### src/hw/rtl/cap_pkg.sv
// Shared types, constants and the arctangent table of the Clifford attractor
// point generator. No dependencies; compiled first.
package cap_pkg;

   localparam int CAP_FRAC_BITS  = 16;
   localparam int CAP_COORD_BITS = 10;

   // CORDIC works in Q.30: angle register and vector register widths
   localparam int CAP_ZW      = 38;
   localparam int CAP_XW      = 33;
   localparam int CAP_STAGES  = 30;
   localparam int CAP_IDX_W   = 5;

   localparam logic signed [CAP_ZW-1:0] CAP_PI       = 38'sd3373259426;
   localparam logic signed [CAP_ZW-1:0] CAP_HALF_PI  = 38'sd1686629713;
   localparam logic signed [CAP_ZW-1:0] CAP_TWO_PI   = 38'sd6746518852;
   localparam logic signed [CAP_XW-1:0] CAP_GAIN     = 33'sd652032874;

   // configuration port
   localparam int CAP_CSR_IDX_W  = 3;
   localparam int CAP_CSR_DATA_W = 16;
   localparam logic [CAP_CSR_IDX_W-1:0] CSR_STEP_A = 3'd0;
   localparam logic [CAP_CSR_IDX_W-1:0] CSR_STEP_B = 3'd1;
   localparam logic [CAP_CSR_IDX_W-1:0] CSR_STEP_C = 3'd2;
   localparam logic [CAP_CSR_IDX_W-1:0] CSR_STEP_D = 3'd3;
   localparam logic [CAP_CSR_IDX_W-1:0] CSR_SCALE  = 3'd4;

   localparam logic [15:0] CAP_STEP_A_RST = 16'd1311;
   localparam logic [15:0] CAP_STEP_B_RST = 16'd655;
   localparam logic [15:0] CAP_STEP_C_RST = 16'd655;
   localparam logic [15:0] CAP_STEP_D_RST = 16'd655;
   localparam logic [7:0]  CAP_SCALE_RST  = 8'd120;

   typedef enum logic [3:0] {
      ST_IDLE,
      ST_MUL_SIN,
      ST_GO_SIN,
      ST_WAIT_SIN,
      ST_MUL_COS,
      ST_GO_COS,
      ST_WAIT_COS,
      ST_MUL_CM,
      ST_SUM,
      ST_SCALE_X,
      ST_SCALE_Y,
      ST_EMIT
   } cap_state_type;

   typedef enum logic [2:0] {
      CS_IDLE,
      CS_REDUCE,
      CS_WRAP,
      CS_FOLD,
      CS_ROTATE,
      CS_DONE
   } cap_cordic_state_type;

   // atan(2^-i) in Q.30
   function automatic logic signed [CAP_ZW-1:0] cap_atan(input logic [CAP_IDX_W-1:0] idx);
      logic signed [CAP_ZW-1:0] r;
      case (idx)
         5'd0:  r = 38'sd843314856;
         5'd1:  r = 38'sd497837829;
         5'd2:  r = 38'sd263043836;
         5'd3:  r = 38'sd133525158;
         5'd4:  r = 38'sd67021686;
         5'd5:  r = 38'sd33543515;
         5'd6:  r = 38'sd16775850;
         5'd7:  r = 38'sd8388437;
         5'd8:  r = 38'sd4194282;
         5'd9:  r = 38'sd2097149;
         5'd10: r = 38'sd1048575;
         5'd11: r = 38'sd524287;
         5'd12: r = 38'sd262143;
         5'd13: r = 38'sd131071;
         5'd14: r = 38'sd65535;
         5'd15: r = 38'sd32767;
         5'd16: r = 38'sd16383;
         5'd17: r = 38'sd8191;
         5'd18: r = 38'sd4095;
         5'd19: r = 38'sd2047;
         5'd20: r = 38'sd1023;
         5'd21: r = 38'sd511;
         5'd22: r = 38'sd255;
         5'd23: r = 38'sd127;
         5'd24: r = 38'sd63;
         5'd25: r = 38'sd31;
         5'd26: r = 38'sd15;
         5'd27: r = 38'sd7;
         5'd28: r = 38'sd3;
         5'd29: r = 38'sd1;
         default: r = '0;
      endcase
      return r;
   endfunction

endpackage

### src/hw/rtl/cap_if.sv
// Valid/ready channel interfaces: request (new_frame) and response (point).
// Depends on cap_pkg for the default coordinate width.
interface cap_req_if;
   logic valid;
   logic ready;
   logic new_frame;

   modport source (output valid, output new_frame, input ready);
   modport sink   (input valid, input new_frame, output ready);
endinterface

interface cap_rsp_if #(parameter int COORD_BITS = cap_pkg::CAP_COORD_BITS);
   logic                         valid;
   logic                         ready;
   logic signed [COORD_BITS-1:0] point_x;
   logic signed [COORD_BITS-1:0] point_y;
   logic                         frame_start;

   modport source (output valid, output point_x, output point_y, output frame_start,
                   input ready);
   modport sink   (input valid, input point_x, input point_y, input frame_start,
                   output ready);
endinterface

### src/hw/rtl/cap_coef.sv
// One bouncing coefficient: steps up or down per frame, flips direction at bounds.
// Depends on cap_pkg.
module cap_coef #(
   parameter int FRAC_BITS = cap_pkg::CAP_FRAC_BITS,
   parameter int INT_BITS  = 3,
   parameter int UPPER     = 4
) (
   input  logic                          clock,
   input  logic                          reset,
   input  logic                          update,
   input  logic [15:0]                   step,
   output logic [INT_BITS+FRAC_BITS-1:0] coef
);
   import cap_pkg::*;

   localparam int W = INT_BITS + FRAC_BITS;
   localparam logic [W-1:0] ONE_F   = W'(1) << FRAC_BITS;
   localparam logic [W-1:0] UPPER_F = W'(UPPER) << FRAC_BITS;

   logic [W-1:0]           coef_ff, coef_in;
   logic                   down_ff, down_in;
   logic [FRAC_BITS+15:0]  step_wide;
   logic [FRAC_BITS-1:0]   step_f;
   logic signed [W+1:0]    sum;

   // step is Q0.16; rescale to Q.F, truncating
   assign step_wide = {step, {FRAC_BITS{1'b0}}};
   assign step_f    = step_wide[FRAC_BITS+15:16];

   always_comb begin
      if (down_ff) begin
         sum = $signed({2'b00, coef_ff}) - $signed({{(W+2-FRAC_BITS){1'b0}}, step_f});
      end else begin
         sum = $signed({2'b00, coef_ff}) + $signed({{(W+2-FRAC_BITS){1'b0}}, step_f});
      end
      coef_in = coef_ff;
      down_in = down_ff;
      if (update) begin
         if (sum[W+1]) begin
            coef_in = '0;
         end else if (sum[W]) begin
            coef_in = '1;
         end else begin
            coef_in = sum[W-1:0];
         end
         if (coef_in <= ONE_F || coef_in >= UPPER_F) begin
            down_in = ~down_ff;
         end
      end
   end

   always_ff @(posedge clock) begin
      if (reset) begin
         coef_ff <= ONE_F;
         down_ff <= 1'b0;
      end else begin
         coef_ff <= coef_in;
         down_ff <= down_in;
      end
   end

   assign coef = coef_ff;

endmodule

### src/hw/rtl/cap_cordic.sv
// Iterative sine/cosine: range reduction by repeated subtraction or addition of
// two pi, then one CORDIC rotation step per cycle. Depends on cap_pkg.
module cap_cordic #(
   parameter int FRAC_BITS = cap_pkg::CAP_FRAC_BITS
) (
   input  logic                        clock,
   input  logic                        reset,
   input  logic                        start,
   input  logic signed [FRAC_BITS+7:0] angle,
   output logic                        done,
   output logic signed [FRAC_BITS+3:0] sin_out,
   output logic signed [FRAC_BITS+3:0] cos_out
);
   import cap_pkg::*;

   localparam int SHIFT = 30 - FRAC_BITS;
   localparam logic signed [CAP_ZW-1:0] NEG_TWO_PI  = -CAP_TWO_PI;
   localparam logic signed [CAP_ZW-1:0] NEG_PI      = -CAP_PI;
   localparam logic signed [CAP_ZW-1:0] NEG_HALF_PI = -CAP_HALF_PI;

   cap_cordic_state_type state_ff, state_in;
   logic signed [CAP_ZW-1:0] z_ff, z_in;
   logic signed [CAP_XW-1:0] x_ff, x_in, y_ff, y_in;
   logic [CAP_IDX_W-1:0]     idx_ff, idx_in;
   logic                     neg_ff, neg_in;
   logic signed [CAP_XW-1:0] xs, ys, xn, yn, xq, yq;

   // next state
   always_comb begin
      state_in = state_ff;
      case (state_ff)
         CS_IDLE: begin
            if (start) begin
               state_in = CS_REDUCE;
            end
         end
         CS_REDUCE: begin
            if (!(z_ff >= CAP_TWO_PI || z_ff <= NEG_TWO_PI)) begin
               state_in = CS_WRAP;
            end
         end
         CS_WRAP:   state_in = CS_FOLD;
         CS_FOLD:   state_in = CS_ROTATE;
         CS_ROTATE: begin
            if (idx_ff == CAP_IDX_W'(CAP_STAGES - 1)) begin
               state_in = CS_DONE;
            end
         end
         CS_DONE:   state_in = CS_IDLE;
         default:   state_in = CS_IDLE;
      endcase
   end

   // datapath
   assign xs = x_ff >>> idx_ff;
   assign ys = y_ff >>> idx_ff;

   always_comb begin
      z_in   = z_ff;
      x_in   = x_ff;
      y_in   = y_ff;
      idx_in = idx_ff;
      neg_in = neg_ff;
      case (state_ff)
         CS_IDLE: begin
            z_in   = {angle, {SHIFT{1'b0}}};
            x_in   = CAP_GAIN;
            y_in   = '0;
            idx_in = '0;
            neg_in = 1'b0;
         end
         CS_REDUCE: begin
            if (z_ff >= CAP_TWO_PI) begin
               z_in = z_ff - CAP_TWO_PI;
            end else if (z_ff <= NEG_TWO_PI) begin
               z_in = z_ff + CAP_TWO_PI;
            end
         end
         CS_WRAP: begin
            if (z_ff > CAP_PI) begin
               z_in = z_ff - CAP_TWO_PI;
            end else if (z_ff < NEG_PI) begin
               z_in = z_ff + CAP_TWO_PI;
            end
         end
         CS_FOLD: begin
            if (z_ff > CAP_HALF_PI) begin
               z_in   = z_ff - CAP_PI;
               neg_in = 1'b1;
            end else if (z_ff < NEG_HALF_PI) begin
               z_in   = z_ff + CAP_PI;
               neg_in = 1'b1;
            end
         end
         CS_ROTATE: begin
            if (z_ff >= 0) begin
               x_in = x_ff - ys;
               y_in = y_ff + xs;
               z_in = z_ff - cap_atan(idx_ff);
            end else begin
               x_in = x_ff + ys;
               y_in = y_ff - xs;
               z_in = z_ff + cap_atan(idx_ff);
            end
            idx_in = idx_ff + 1'b1;
         end
         default: begin
         end
      endcase
   end

   always_ff @(posedge clock) begin
      if (reset) begin
         state_ff <= CS_IDLE;
      end else begin
         state_ff <= state_in;
      end
   end

   always_ff @(posedge clock) begin
      z_ff   <= z_in;
      x_ff   <= x_in;
      y_ff   <= y_in;
      idx_ff <= idx_in;
      neg_ff <= neg_in;
   end

   // outputs: negate for folded angles, floor back to Q.F
   assign xn = neg_ff ? -x_ff : x_ff;
   assign yn = neg_ff ? -y_ff : y_ff;
   assign xq = xn >>> SHIFT;
   assign yq = yn >>> SHIFT;

   always_comb begin
      done = (state_ff == CS_DONE);
   end

   assign sin_out = yq[FRAC_BITS+3:0];
   assign cos_out = xq[FRAC_BITS+3:0];

endmodule

### src/hw/rtl/clifford_attractor_point_generator_unit.sv
// Top level of the Clifford attractor point generator: configuration registers,
// sequencer, shared multiplier, output register. Depends on cap_pkg, cap_if,
// cap_coef and cap_cordic.
//
//   channel   direction  handshake            payload
//   req_chan  in         valid/ready          new_frame
//   rsp_chan  out        valid/ready          point_x, point_y, frame_start
//   csr_*     in         csr_write_enable     csr_index, csr_write_data
//
// Sequence: one request occupies the unit from the idle state that takes it
// until its point is handed over. Four sine/cosine evaluations run back to
// back on the one CORDIC unit (angle reduction, then 30 rotation steps and a
// done state each), with the shared multiplier between.
// Reset: synchronous; coefficients and position return to 1.0, steps and scale
// to their defaults. A finished point waits in the output register while the
// next request is taken; the sequencer holds before its result only if that
// register is still full.
module clifford_attractor_point_generator_unit #(
   parameter int FRAC_BITS  = cap_pkg::CAP_FRAC_BITS,
   parameter int COORD_BITS = cap_pkg::CAP_COORD_BITS
) (
   input  logic                                clock,
   input  logic                                reset,
   cap_req_if.sink                             req_chan,
   cap_rsp_if.source                           rsp_chan,
   input  logic                                csr_write_enable,
   input  logic [cap_pkg::CAP_CSR_IDX_W-1:0]   csr_index,
   input  logic [cap_pkg::CAP_CSR_DATA_W-1:0]  csr_write_data
);
   import cap_pkg::*;

   localparam int PW = FRAC_BITS + 4;   // position / multiplier operand
   localparam int MW = 2 * PW;          // product
   localparam int AW = FRAC_BITS + 8;   // product floored back to Q.F
   localparam int SW = FRAC_BITS + 9;   // sum of the map terms
   localparam logic signed [PW-1:0] ONE_POS = PW'(1) << FRAC_BITS;

   // configuration registers
   logic [15:0] step_a_ff, step_b_ff, step_c_ff, step_d_ff;
   logic [7:0]  scale_ff;

   always_ff @(posedge clock) begin
      if (reset) begin
         step_a_ff <= CAP_STEP_A_RST;
         step_b_ff <= CAP_STEP_B_RST;
         step_c_ff <= CAP_STEP_C_RST;
         step_d_ff <= CAP_STEP_D_RST;
         scale_ff  <= CAP_SCALE_RST;
      end else if (csr_write_enable) begin
         case (csr_index)
            CSR_STEP_A: step_a_ff <= csr_write_data;
            CSR_STEP_B: step_b_ff <= csr_write_data;
            CSR_STEP_C: step_c_ff <= csr_write_data;
            CSR_STEP_D: step_d_ff <= csr_write_data;
            CSR_SCALE:  scale_ff  <= csr_write_data[7:0];
            default: begin
            end
         endcase
      end
   end

   // sequencer and datapath registers
   cap_state_type            state_ff, state_in;
   logic                     term_ff, term_in;
   logic                     nf_ff;
   logic signed [PW-1:0]     pos_x_ff, pos_x_in, pos_y_ff, pos_y_in, nx_ff, nx_in;
   logic signed [PW-1:0]     s1_ff, c2_ff;
   logic signed [MW-1:0]     prod_ff;
   logic signed [COORD_BITS-1:0] out_x_ff;
   logic                     rsp_valid_ff;
   logic signed [COORD_BITS-1:0] rsp_x_ff, rsp_y_ff;
   logic                     rsp_fs_ff;

   logic                     req_ready;
   logic                     accept;
   logic                     frame_update;
   logic                     mult_en;
   logic                     cordic_start;
   logic                     cordic_done;
   logic signed [PW-1:0]     cordic_sin, cordic_cos;
   logic signed [PW-1:0]     op_a, op_b;
   logic signed [MW-1:0]     prod_shift;
   logic signed [AW-1:0]     prod_f;
   logic signed [SW-1:0]     term_sum;
   logic signed [PW-1:0]     term_sat;
   logic signed [COORD_BITS-1:0] coord_sat;
   logic                     emit_free;

   logic [FRAC_BITS+2:0] coef_a, coef_b;
   logic [FRAC_BITS+1:0] coef_c, coef_d;

   assign accept       = req_chan.valid && req_ready;
   assign frame_update = accept && req_chan.new_frame;
   assign emit_free    = !rsp_valid_ff || rsp_chan.ready;

   cap_coef #(.FRAC_BITS(FRAC_BITS), .INT_BITS(3), .UPPER(4)) u_coef_a (
      .clock(clock), .reset(reset), .update(frame_update), .step(step_a_ff), .coef(coef_a));
   cap_coef #(.FRAC_BITS(FRAC_BITS), .INT_BITS(3), .UPPER(4)) u_coef_b (
      .clock(clock), .reset(reset), .update(frame_update), .step(step_b_ff), .coef(coef_b));
   cap_coef #(.FRAC_BITS(FRAC_BITS), .INT_BITS(2), .UPPER(3)) u_coef_c (
      .clock(clock), .reset(reset), .update(frame_update), .step(step_c_ff), .coef(coef_c));
   cap_coef #(.FRAC_BITS(FRAC_BITS), .INT_BITS(2), .UPPER(3)) u_coef_d (
      .clock(clock), .reset(reset), .update(frame_update), .step(step_d_ff), .coef(coef_d));

   // floor(product / 2^F)
   assign prod_shift = prod_ff >>> FRAC_BITS;
   assign prod_f     = prod_shift[AW-1:0];

   cap_cordic #(.FRAC_BITS(FRAC_BITS)) u_cordic (
      .clock  (clock),
      .reset  (reset),
      .start  (cordic_start),
      .angle  (prod_f),
      .done   (cordic_done),
      .sin_out(cordic_sin),
      .cos_out(cordic_cos)
   );

   // next state
   always_comb begin
      state_in = state_ff;
      case (state_ff)
         ST_IDLE: begin
            if (accept) begin
               state_in = ST_MUL_SIN;
            end
         end
         ST_MUL_SIN:  state_in = ST_GO_SIN;
         ST_GO_SIN:   state_in = ST_WAIT_SIN;
         ST_WAIT_SIN: begin
            if (cordic_done) begin
               state_in = ST_MUL_COS;
            end
         end
         ST_MUL_COS:  state_in = ST_GO_COS;
         ST_GO_COS:   state_in = ST_WAIT_COS;
         ST_WAIT_COS: begin
            if (cordic_done) begin
               state_in = ST_MUL_CM;
            end
         end
         ST_MUL_CM:   state_in = ST_SUM;
         ST_SUM:      state_in = term_ff ? ST_SCALE_X : ST_MUL_SIN;
         ST_SCALE_X:  state_in = ST_SCALE_Y;
         ST_SCALE_Y:  state_in = ST_EMIT;
         ST_EMIT: begin
            if (emit_free) begin
               state_in = ST_IDLE;
            end
         end
         default:     state_in = ST_IDLE;
      endcase
   end

   // sequencer outputs: handshake, multiplier operands, CORDIC start
   always_comb begin
      req_ready    = 1'b0;
      mult_en      = 1'b0;
      cordic_start = 1'b0;
      op_a         = '0;
      op_b         = '0;
      case (state_ff)
         ST_IDLE: req_ready = 1'b1;
         ST_MUL_SIN: begin
            mult_en = 1'b1;
            op_a    = term_ff ? $signed({1'b0, coef_b}) : $signed({1'b0, coef_a});
            op_b    = term_ff ? pos_x_ff : pos_y_ff;
         end
         ST_MUL_COS: begin
            mult_en = 1'b1;
            op_a    = term_ff ? $signed({1'b0, coef_b}) : $signed({1'b0, coef_a});
            op_b    = term_ff ? pos_y_ff : pos_x_ff;
         end
         ST_MUL_CM: begin
            mult_en = 1'b1;
            op_a    = term_ff ? $signed({2'b00, coef_d}) : $signed({2'b00, coef_c});
            op_b    = c2_ff;
         end
         ST_SCALE_X: begin
            mult_en = 1'b1;
            op_a    = $signed({{(PW-8){1'b0}}, scale_ff});
            op_b    = pos_x_ff;
         end
         ST_SCALE_Y: begin
            mult_en = 1'b1;
            op_a    = $signed({{(PW-8){1'b0}}, scale_ff});
            op_b    = pos_y_ff;
         end
         ST_GO_SIN: cordic_start = 1'b1;
         ST_GO_COS: cordic_start = 1'b1;
         default: begin
         end
      endcase
   end

   // new coordinate: sine term plus scaled cosine, saturated to signed Q3.F
   assign term_sum = $signed({{(SW-PW){s1_ff[PW-1]}}, s1_ff}) +
                     $signed({prod_f[AW-1], prod_f});

   always_comb begin
      if ((&term_sum[SW-1:PW-1]) || !(|term_sum[SW-1:PW-1])) begin
         term_sat = term_sum[PW-1:0];
      end else if (term_sum[SW-1]) begin
         term_sat = {1'b1, {(PW-1){1'b0}}};
      end else begin
         term_sat = {1'b0, {(PW-1){1'b1}}};
      end
   end

   // scaled coordinate, saturated to the output range
   always_comb begin
      if ((&prod_f[AW-1:COORD_BITS-1]) || !(|prod_f[AW-1:COORD_BITS-1])) begin
         coord_sat = prod_f[COORD_BITS-1:0];
      end else if (prod_f[AW-1]) begin
         coord_sat = {1'b1, {(COORD_BITS-1){1'b0}}};
      end else begin
         coord_sat = {1'b0, {(COORD_BITS-1){1'b1}}};
      end
   end

   // position and term bookkeeping
   always_comb begin
      pos_x_in = pos_x_ff;
      pos_y_in = pos_y_ff;
      nx_in    = nx_ff;
      term_in  = term_ff;
      if (frame_update) begin
         pos_x_in = ONE_POS;
         pos_y_in = ONE_POS;
      end
      if (accept) begin
         term_in = 1'b0;
      end
      if (state_ff == ST_SUM) begin
         if (term_ff) begin
            pos_x_in = nx_ff;
            pos_y_in = term_sat;
         end else begin
            nx_in   = term_sat;
            term_in = 1'b1;
         end
      end
   end

   always_ff @(posedge clock) begin
      if (reset) begin
         state_ff     <= ST_IDLE;
         term_ff      <= 1'b0;
         pos_x_ff     <= ONE_POS;
         pos_y_ff     <= ONE_POS;
         rsp_valid_ff <= 1'b0;
      end else begin
         state_ff <= state_in;
         term_ff  <= term_in;
         pos_x_ff <= pos_x_in;
         pos_y_ff <= pos_y_in;
         // drop valid once taken, raise it when the sequencer hands a point over
         if (state_ff == ST_EMIT && emit_free) begin
            rsp_valid_ff <= 1'b1;
         end else if (rsp_chan.ready) begin
            rsp_valid_ff <= 1'b0;
         end
      end
   end

   always_ff @(posedge clock) begin
      nx_ff <= nx_in;
      if (accept) begin
         nf_ff <= req_chan.new_frame;
      end
      if (mult_en) begin
         prod_ff <= op_a * op_b;
      end
      if (state_ff == ST_WAIT_SIN && cordic_done) begin
         s1_ff <= cordic_sin;
      end
      if (state_ff == ST_WAIT_COS && cordic_done) begin
         c2_ff <= cordic_cos;
      end
      if (state_ff == ST_SCALE_Y) begin
         out_x_ff <= coord_sat;
      end
      if (state_ff == ST_EMIT && emit_free) begin
         rsp_x_ff  <= out_x_ff;
         rsp_y_ff  <= coord_sat;
         rsp_fs_ff <= nf_ff;
      end
   end

   assign req_chan.ready       = req_ready;
   assign rsp_chan.valid       = rsp_valid_ff;
   assign rsp_chan.point_x     = rsp_x_ff;
   assign rsp_chan.point_y     = rsp_y_ff;
   assign rsp_chan.frame_start = rsp_fs_ff;

endmodule
### src/flat_wrapper.sv
// flat-port wrapper written by rule: the top's interface ports become plain ports
module clifford_attractor_point_generator_unit_flat import cap_pkg::*;
#(
   parameter int FRAC_BITS  = cap_pkg::CAP_FRAC_BITS,
   parameter int COORD_BITS = cap_pkg::CAP_COORD_BITS
)
  (clock, reset, csr_write_enable, csr_index, csr_write_data, req_chan_valid, req_chan_new_frame, req_chan_ready, rsp_chan_valid, rsp_chan_point_x, rsp_chan_point_y, rsp_chan_frame_start, rsp_chan_ready);
  cap_req_if req_chan_i ();
  cap_rsp_if #(.COORD_BITS(COORD_BITS)) rsp_chan_i ();
  input  logic clock;
  input  logic reset;
  input  logic csr_write_enable;
  input  logic [cap_pkg::CAP_CSR_IDX_W-1:0] csr_index;
  input  logic [cap_pkg::CAP_CSR_DATA_W-1:0] csr_write_data;
  input wire logic [$bits(req_chan_i.valid)-1:0] req_chan_valid;
  input wire logic [$bits(req_chan_i.new_frame)-1:0] req_chan_new_frame;
  output wire logic [$bits(req_chan_i.ready)-1:0] req_chan_ready;
  output wire logic [$bits(rsp_chan_i.valid)-1:0] rsp_chan_valid;
  output wire logic [$bits(rsp_chan_i.point_x)-1:0] rsp_chan_point_x;
  output wire logic [$bits(rsp_chan_i.point_y)-1:0] rsp_chan_point_y;
  output wire logic [$bits(rsp_chan_i.frame_start)-1:0] rsp_chan_frame_start;
  input wire logic [$bits(rsp_chan_i.ready)-1:0] rsp_chan_ready;
  assign req_chan_i.valid = req_chan_valid;
  assign req_chan_i.new_frame = req_chan_new_frame;
  assign req_chan_ready = req_chan_i.ready;
  assign rsp_chan_valid = rsp_chan_i.valid;
  assign rsp_chan_point_x = rsp_chan_i.point_x;
  assign rsp_chan_point_y = rsp_chan_i.point_y;
  assign rsp_chan_frame_start = rsp_chan_i.frame_start;
  assign rsp_chan_i.ready = rsp_chan_ready;
  clifford_attractor_point_generator_unit #(.FRAC_BITS(FRAC_BITS), .COORD_BITS(COORD_BITS)) u_core (.clock(clock), .reset(reset), .req_chan(req_chan_i), .rsp_chan(rsp_chan_i), .csr_write_enable(csr_write_enable), .csr_index(csr_index), .csr_write_data(csr_write_data));
endmodule
### config.mk
export PLATFORM = sky130hd
export DESIGN_NAME = clifford_attractor_point_generator_unit_flat
export DESIGN_NICKNAME = d
export VERILOG_FILES = /design/src/hw/rtl/cap_pkg.sv /design/src/hw/rtl/cap_if.sv /design/src/hw/rtl/cap_coef.sv /design/src/hw/rtl/cap_cordic.sv /design/src/hw/rtl/clifford_attractor_point_generator_unit.sv /design/src/flat_wrapper.sv
export SDC_FILE = /design/constraint.sdc
export NUM_CORES = 2
export LEC_CHECK = 0
export ABC_AREA = 1
export CAP_MARGIN = 0
export CORE_UTILIZATION = 50
export CTS_CLUSTER_DIAMETER = 100
export DETAILED_ROUTE_END_ITERATION = 12
export DONT_BUFFER_PORTS = 1
export PLACE_DENSITY = 0.64
export SLEW_MARGIN = 20
export SYNTH_ARGS = -nofsm -noshare
export SYNTH_HDL_FRONTEND = slang
export SYNTH_SLANG_ARGS = --single-unit
### constraint.sdc
create_clock -name clock -period 10.2 [get_ports clock]
set_input_delay 1.02 -clock clock [delete_from_list [all_inputs] [get_ports clock]]
set_output_delay 1.02 -clock clock [all_outputs]
set_load 0.1 [all_outputs]
== Word-level counts from Yosys, hierarchy flattened ==
Memories as Yosys holds them, arrays and structs flattened. A register that Yosys moved wholly into a read port is not among the register bits.
Index checks and enable logic that the tools add are counted.
Word-level totals
  memories kept: 2
  memory bits (read-only): 1920
  bits in latches: 0
  memory bits (writable): 0
  flip-flop bits (word level): 439
Operators by class
  order comparisons: 15
  add/subtract/negate cells: 22
  shift-type cells: 2
  reduce and logical (&&, ||, !) cells: 45
  multiplexer cells: 74
  equal/unequal tests: 31
  multiply operators: 1
  div/mod/pow operators: 0
  bitwise operators: 5
Memories
  (no name shown): depth 32, width 30, read ports 1, clocked after memory_dff 1, write ports 0, RTL line cap_pkg.sv:61  | case (idx)
  (no name shown): depth 32, width 30, read ports 1, clocked after memory_dff 1, write ports 0, RTL line cap_pkg.sv:61
Operators with widths (count)
  2-to-1 mux 38 bit: 11
  2-to-1 mux 20 bit: 12
  one-hot mux 38 bit (5 select lines): 1
  2-to-1 mux 19 bit: 7
  2-to-1 mux 33 bit: 4
  one-hot mux 33 bit (2 select lines): 2
  2-to-1 mux 18 bit: 7
  one-hot mux 20 bit (5 select lines): 1
  adder 33 bit: 2
  negation 33 bit: 2
  >>> shifter 33 x 5 -> 33 bit: 2
  subtractor 33 bit: 2
  one-hot mux 19 bit (3 select lines): 1
  one-hot mux 4 bit (12 select lines): 1
  2-to-1 mux 21 bit: 2
  adder 19 x 16 -> 20 bit: 2
  multiplier 20 x 20 -> 40 bit: 1
  subtractor 19 x 16 -> 20 bit: 2
  adder 18 x 16 -> 19 bit: 2
  adder 38 x 33 -> 38 bit (second input constant): 1
  adder 38 x 34 -> 38 bit (second input constant): 1
  adder 38 bit: 1
  >= comparator 19 bit (second input constant): 2
  >= comparator 38 x 1 -> 1 bit (second input constant): 1
  51 further kinds: 125

== Depth between registers and ports, before layout ==
  word-level depth: 8
  gate-level depth with buffers: 40
  gate-level depth less buffers: 38

== By module ==
From an unflattened synthesis, not the netlist that was laid out.
Second synthesis, totals
  cell total of the unflattened synthesis: 9701
  area total of the unflattened synthesis: 61966.9 um^2
Modules (own cells, without submodules)
  cap_cordic: sequential area each 3963.8 um^2, instances 1, cells an instance 4430, area each 25179.1 um^2
  clifford_attractor_point_generator_unit: sequential area each 5845.6 um^2, instances 1, cells an instance 3005, area each 24300.8 um^2
  cap_coef at u_core.u_coef_a ...: sequential area each 400.4 um^2, instances 2, cells an instance 600, area each 3298.2 um^2
  cap_coef at u_core.u_coef_c ...: sequential area each 380.4 um^2, instances 2, cells an instance 533, area each 2945.3 um^2

== Least setup slack after synthesis ==
No wires, ideal clock.
  path kind: reg2reg
  start point: register u_core.term_ff
  end point: register u_core.prod_ff[31] (data pin)
  path slack: 2876 ps
  path buffers: 4
  setup time: 259 ps
  arrival time: 7065 ps
  required time: 9941 ps
  stages on the path, launching flop included: 34
  path through: dfxtp_1 > clkbuf_1 > clkbuf_1 > buf_1 > nand2_1 > nand2_1 > a22oi_1 > inv_1 > clkbuf_1 > nand2_1 > fa_1 > inv_1 > fa_1 > inv_1 > fa_1 > inv_1 > fa_1 > inv_1 > fa_1 > inv_1 > fa_1 > inv_1 > fa_1 > inv_1 > ha_1 > a21oi_1 > inv_1 > a31oi_1 > o21ai_0 > a31oi_1 > nand2_1 > nand3_1 > nand2_1 > xor2_1
On the way
  word-level cells in the longest chain between the ends: 3
  elaborated cells on any way between the ends: 7
  classes of those cells: mul (1); mux (6)
RTL lines
  start: declaration: RTL line clifford_attractor_point_generator_unit.sv:64  | logic term_ff, term_in;
  start signal: assignment: RTL line clifford_attractor_point_generator_unit.sv:254  | term_ff <= term_in;
  2-to-1 mux 20 bit (tied with other cells): RTL line clifford_attractor_point_generator_unit.sv:172  | op_b = term_ff ? pos_y_ff : pos_x_ff;
  one-hot mux 20 bit (5 select lines) or one-hot mux 19 bit (3 select lines) (tied branches): RTL line clifford_attractor_point_generator_unit.sv:162  | case (state_ff)
  multiplier 20 x 20 -> 40 bit *: RTL line clifford_attractor_point_generator_unit.sv:272  | prod_ff <= op_a * op_b;
  end signal: assignment: RTL line clifford_attractor_point_generator_unit.sv:272
  end: declaration: RTL line clifford_attractor_point_generator_unit.sv:68  | logic signed [MW-1:0] prod_ff;
Mark *: on every way between the ends. The rest lies on a longest branch, timed or not.
A chain may end at the register's enable or synchronous reset.

== Worst setup path after layout ==
  start point: register u_core.term_ff
  end point: register u_core.prod_ff[37] (data pin)
Same word-level chain as after synthesis.

==> reports/results.md <==
* design area: 0.0626 mm2
* power share of the clock group: 11.9%
* worst hold-check path type: flop to flop
* Mapped Nets: 9984
* Critical R2R Capture: u_core.prod_ff[37]
* DRC violation count after routing: 0
* internal power: 7600 uW
* Worst Reg-to-Reg Cells: 25
* switching portion of total power: 58.6%
* final hold violation count: 0
* Cell Pwr Density: 294 mW/mm2
* total negative setup slack: 0 ps
* switching power summed over all nets: 10800 uW
* mean instance size in the synthesized netlist: 6.47 um2
* maximum ir drop on the vdd rail: 0.362 mV
* root buf cell: sky130_fd_sc_hd__clkbuf_16
* Num Clock Sinks: 453
* number of cell rows: 126
* core area: 0.118 mm2
* antenna violations before repair: 12
* met3 Track Usage GR: 5.68%
* placed instance area: 0.0605 mm2
* leading cell type in the layout, fill and taps excluded: sky130_fd_sc_hd__nand2_1
* ys flop type: sky130_fd_sc_hd__dfxtp_1
* number of clock buffers inserted by TritonCTS: 57
* number of hold-repair buffers added at the cts stage: 0
* final routed wire length divided by cell count: 20.8 um
* Slew @ Worst Pin: 1140 ps
* worst hold stages: 0
* area enclosed by the die boundary: 0.121 mm2
* mapped cell area: 0.0596 mm2
* GRT Max-Usage Layer: met2
* clock transition time at the flip-flop clock pins of the worst setup and hold paths: 70 ps
* Die Y: 347 um
* critical path startpoint category: flop
* count of H-tree levels built during CTS: 2
* detailed-route wire length: 220000 um
* number of cells produced by synthesis: 9206
* slowest cell on the critical path: sky130_fd_sc_hd__o211ai_2
* pin count of the biggest net entering global routing: 127
* reg2reg start: u_core.term_ff
* insertion delay to the later sink of the worst-skew pair: 690 ps
* Data required, critical path: 10630 ps
* final hold slack: 420 ps
* number of enable-type register cells in the synthesized netlist: 224
* global routing usage on met1: 50.2%
* count of instances resized after the clock tree is built: 0
* count of maximum capacitance violations: 0
* number of buffers inserted to repair setup after CTS: 0
* global-route wire length before repair: 337000 um
* run status: finished, final reports clean
* GRT Resource Usage Total: 35.8%
* count of input and output buffers: 0
* Area Growth Syn to Fin: 5.01%
* detailed-route via count: 61100
* aggregate global routing overflow: 0
* data arrival time of the worst path: 9080 ps
* Period Utilization, post-route: 84.8%
* clock tree from TritonCTS: built
* Worst Path Class, Setup: flop to flop
* most frequent cells in the layout: sky130_fd_sc_hd__nand2_1, sky130_fd_sc_hd__inv_1, sky130_fd_sc_hd__nor2_1
* Top cell by count, worst path: sky130_fd_sc_hd__fa_1
* effective utilization at floorplan: 50.4%
* die outline width: 347 um
* static leakage: 0.0314 uW
* drt initial violations: 6259
* worst min-delay path endpoint: u_core.rsp_chan.point_x[2]
* final setup vio count: 0
* post-synthesis register bit count: 453
* sequential element share of the synthesized area: 19.0%
* Largest stage delay, worst path: 850 ps
* Register-to-Register Setup Slack: 1550 ps
* detailed-routing iteration count for the pre-antenna-repair pass: 8
* setup repair after global routing missed its margin: no
* worst slew margin relative to its limit: 23.8%
* I/O pin cnt: 48
* unique cell type count in the Yosys netlist: 78
* sequential group share of total power: 17.0%
* Final ANT Viol Nets: 0
* DR vias/cell: 5.77
* Routability Congestion: 1.02
* highest net fanout along the worst path: 25
* number of global-route vias before repair: 57000
* worst min-delay path startpoint: u_core.out_x_ff[2]
* setup clock skew after layout: 44.6 ps
* final number of max-transition violations: 0
* maximum number of buffers from clock root to sink: 3
* met2 layer usage reported by global route: 55.3%
* Crit. End Element: flop
* Highest Clock Rate: 0.116 GHz
* share of synthesized registers carrying an async set or reset: 0%
* Buf+Inv Stages, Crit Path: 7
* post-detailed-placement half-perimeter wirelength: 176000 um
* total number of nets in the final design: 9767
* share of cells above drive strength 1: 3.65%
* CP delay by family, top: adder cells
* synth warn: 0
* combinational fraction of design power: 71.2%
* crit path time final: 8650 ps
per-layer routing:
metal	part of all wire, %	vias up
li1	-	29300
met1	43	28600
met2	43	2737
met3	9.5	429
met4	4.0	8
met5	0.026	-
how the worst max path moves through the flow:
stage	start	end	cells past startpoint
6_report	u_core.term_ff	u_core.prod_ff[37]	25
4_1_cts	u_core.term_ff	u_core.prod_ff[37]	24
3_5_place_dp	u_core.term_ff	u_core.prod_ff[37]	24
5_1_grt	u_core.term_ff	u_core.prod_ff[37]	25
3_3_place_gp	u_core.state_ff[2]	u_core.prod_ff[37]	28
2_1_floorplan	u_core.term_ff	u_core.prod_ff[31]	33
worst reg2reg max path, stage by stage (launching register included):
cell	delay [ps]
sky130_fd_sc_hd__dfxtp_2	330
sky130_fd_sc_hd__clkinv_1	230
sky130_fd_sc_hd__buf_4	320
sky130_fd_sc_hd__o211ai_2	850
sky130_fd_sc_hd__a22oi_1	170
sky130_fd_sc_hd__o21a_1	240
sky130_fd_sc_hd__inv_1	460
sky130_fd_sc_hd__nand2_1	160
sky130_fd_sc_hd__fa_1	530
sky130_fd_sc_hd__inv_1	50
sky130_fd_sc_hd__fa_1	460
sky130_fd_sc_hd__fa_1	520
sky130_fd_sc_hd__fa_1	550
sky130_fd_sc_hd__fa_1	530
sky130_fd_sc_hd__fa_1	550
sky130_fd_sc_hd__inv_1	70
sky130_fd_sc_hd__fa_1	540
sky130_fd_sc_hd__inv_1	50
sky130_fd_sc_hd__ha_1	360
sky130_fd_sc_hd__a21oi_1	170
sky130_fd_sc_hd__inv_1	70
sky130_fd_sc_hd__a21oi_1	250
sky130_fd_sc_hd__o21ai_0	130
sky130_fd_sc_hd__a21oi_1	460
sky130_fd_sc_hd__o21ai_0	190
sky130_fd_sc_hd__xor2_1	170
cells in the mapped netlist, types with 44 or more instances:
master | n | area share (%)
sky130_fd_sc_hd__dfxtp_1 | 229 | 7.7
sky130_fd_sc_hd__a21oi_1 | 666 | 5.6
sky130_fd_sc_hd__nand3_1 | 649 | 5.5
sky130_fd_sc_hd__nor3_1 | 101 | 0.85
sky130_fd_sc_hd__nor2_1 | 787 | 5.0
sky130_fd_sc_hd__inv_1 | 1371 | 8.6
sky130_fd_sc_hd__o21ai_1 | 76 | 0.64
sky130_fd_sc_hd__a31oi_1 | 50 | 0.53
sky130_fd_sc_hd__ha_1 | 439 | 9.2
sky130_fd_sc_hd__nand2_1 | 2537 | 16
sky130_fd_sc_hd__buf_2 | 98 | 0.82
sky130_fd_sc_hd__fa_1 | 314 | 11
sky130_fd_sc_hd__o21ai_0 | 504 | 4.2
sky130_fd_sc_hd__xnor2_1 | 47 | 0.69
sky130_fd_sc_hd__xor2_1 | 240 | 3.5
sky130_fd_sc_hd__clkbuf_1 | 186 | 1.2
sky130_fd_sc_hd__edfxtp_1 | 224 | 11
sky130_fd_sc_hd__nand4_1 | 97 | 1.0
sky130_fd_sc_hd__o211ai_1 | 67 | 0.84
sky130_fd_sc_hd__o21a_1 | 44 | 0.55
power by group through the flow:
stage,clock (uW),combinational (uW),sequential [uW]
floorplan,0,9500,2710
global placement,0,12600,3120
detailed placement,0,12700,3120
CTS,2220,12800,3090
global route,2280,14500,3140
finish,2180,13100,3120
registers in the layout, indices dropped and copies added (netlist names), 8 cells and up, named ones only:
name                     cells
u_core.c2_ff                19
u_core.nx_ff                20
u_core.out_x_ff             10
u_core.pos_x_ff             20
u_core.pos_y_ff             20
u_core.prod_ff              24
u_core.rsp_chan.point_x     10
u_core.rsp_chan.point_y     10
u_core.s1_ff                19
u_core.scale_ff              8
u_core.step_a_ff            16
u_core.step_b_ff            16
u_core.step_c_ff            16
u_core.step_d_ff            16
u_core.u_coef_a.coef        19
u_core.u_coef_b.coef        19
u_core.u_coef_c.coef        18
u_core.u_coef_d.coef        18
u_core.u_cordic.x_ff        33
u_core.u_cordic.y_ff        33
u_core.u_cordic.z_ff        38
per-stage QoR:
stage | cells | setup WS (ps) | utilization (%) | power (uW)
after floorplan | 9206 | 2880 | - | 12200
after global placement | 10500 | 1820 | 51.2 | 15800
after detailed placement | 10500 | 1670 | 51.2 | 15800
after CTS | 10600 | 1650 | 52.9 | 18100
after global routing | 10600 | 1100 | 52.9 | 19900
final | 10600 | 1550 | 53.0 | 18400
logic make-up (layout without fill, tap and decap cells):
| group | Yosys count | count (layout) | synth area share [%] |
|---|---|---|---|
| AO/OA/AOI/OAI | 1598 | 1598 | 15.0 |
| multiplexers | 14 | 14 | 0.235 |
| AND/OR/NAND/NOR | 4338 | 4338 | 30.2 |
| other | 0 | 14 | 0 |
| adder cells (fa/ha/maj) | 753 | 753 | 19.8 |
| buffers and inverters | 1763 | 1595 | 11.6 |
| flip-flops | 453 | 453 | 19.0 |
| XOR/XNOR | 287 | 287 | 4.22 |
area by class of cell:
| cell class | instances | area [um2] |
|---|---|---|
| inverters | 1421 | 5340 |
| fillers | 12200 | 55500 |
| diodes | 14 | 35.0 |
| repair buffers | 66 | 528 |
| flip-flops and latches | 453 | 11300 |
| well taps | 1536 | 1920 |
| clock inverters | 32 | 299 |
| multi-input cells | 6990 | 41400 |
| clock buffers | 76 | 1710 |
Note: power is estimated with default switching activity, not from simulation.
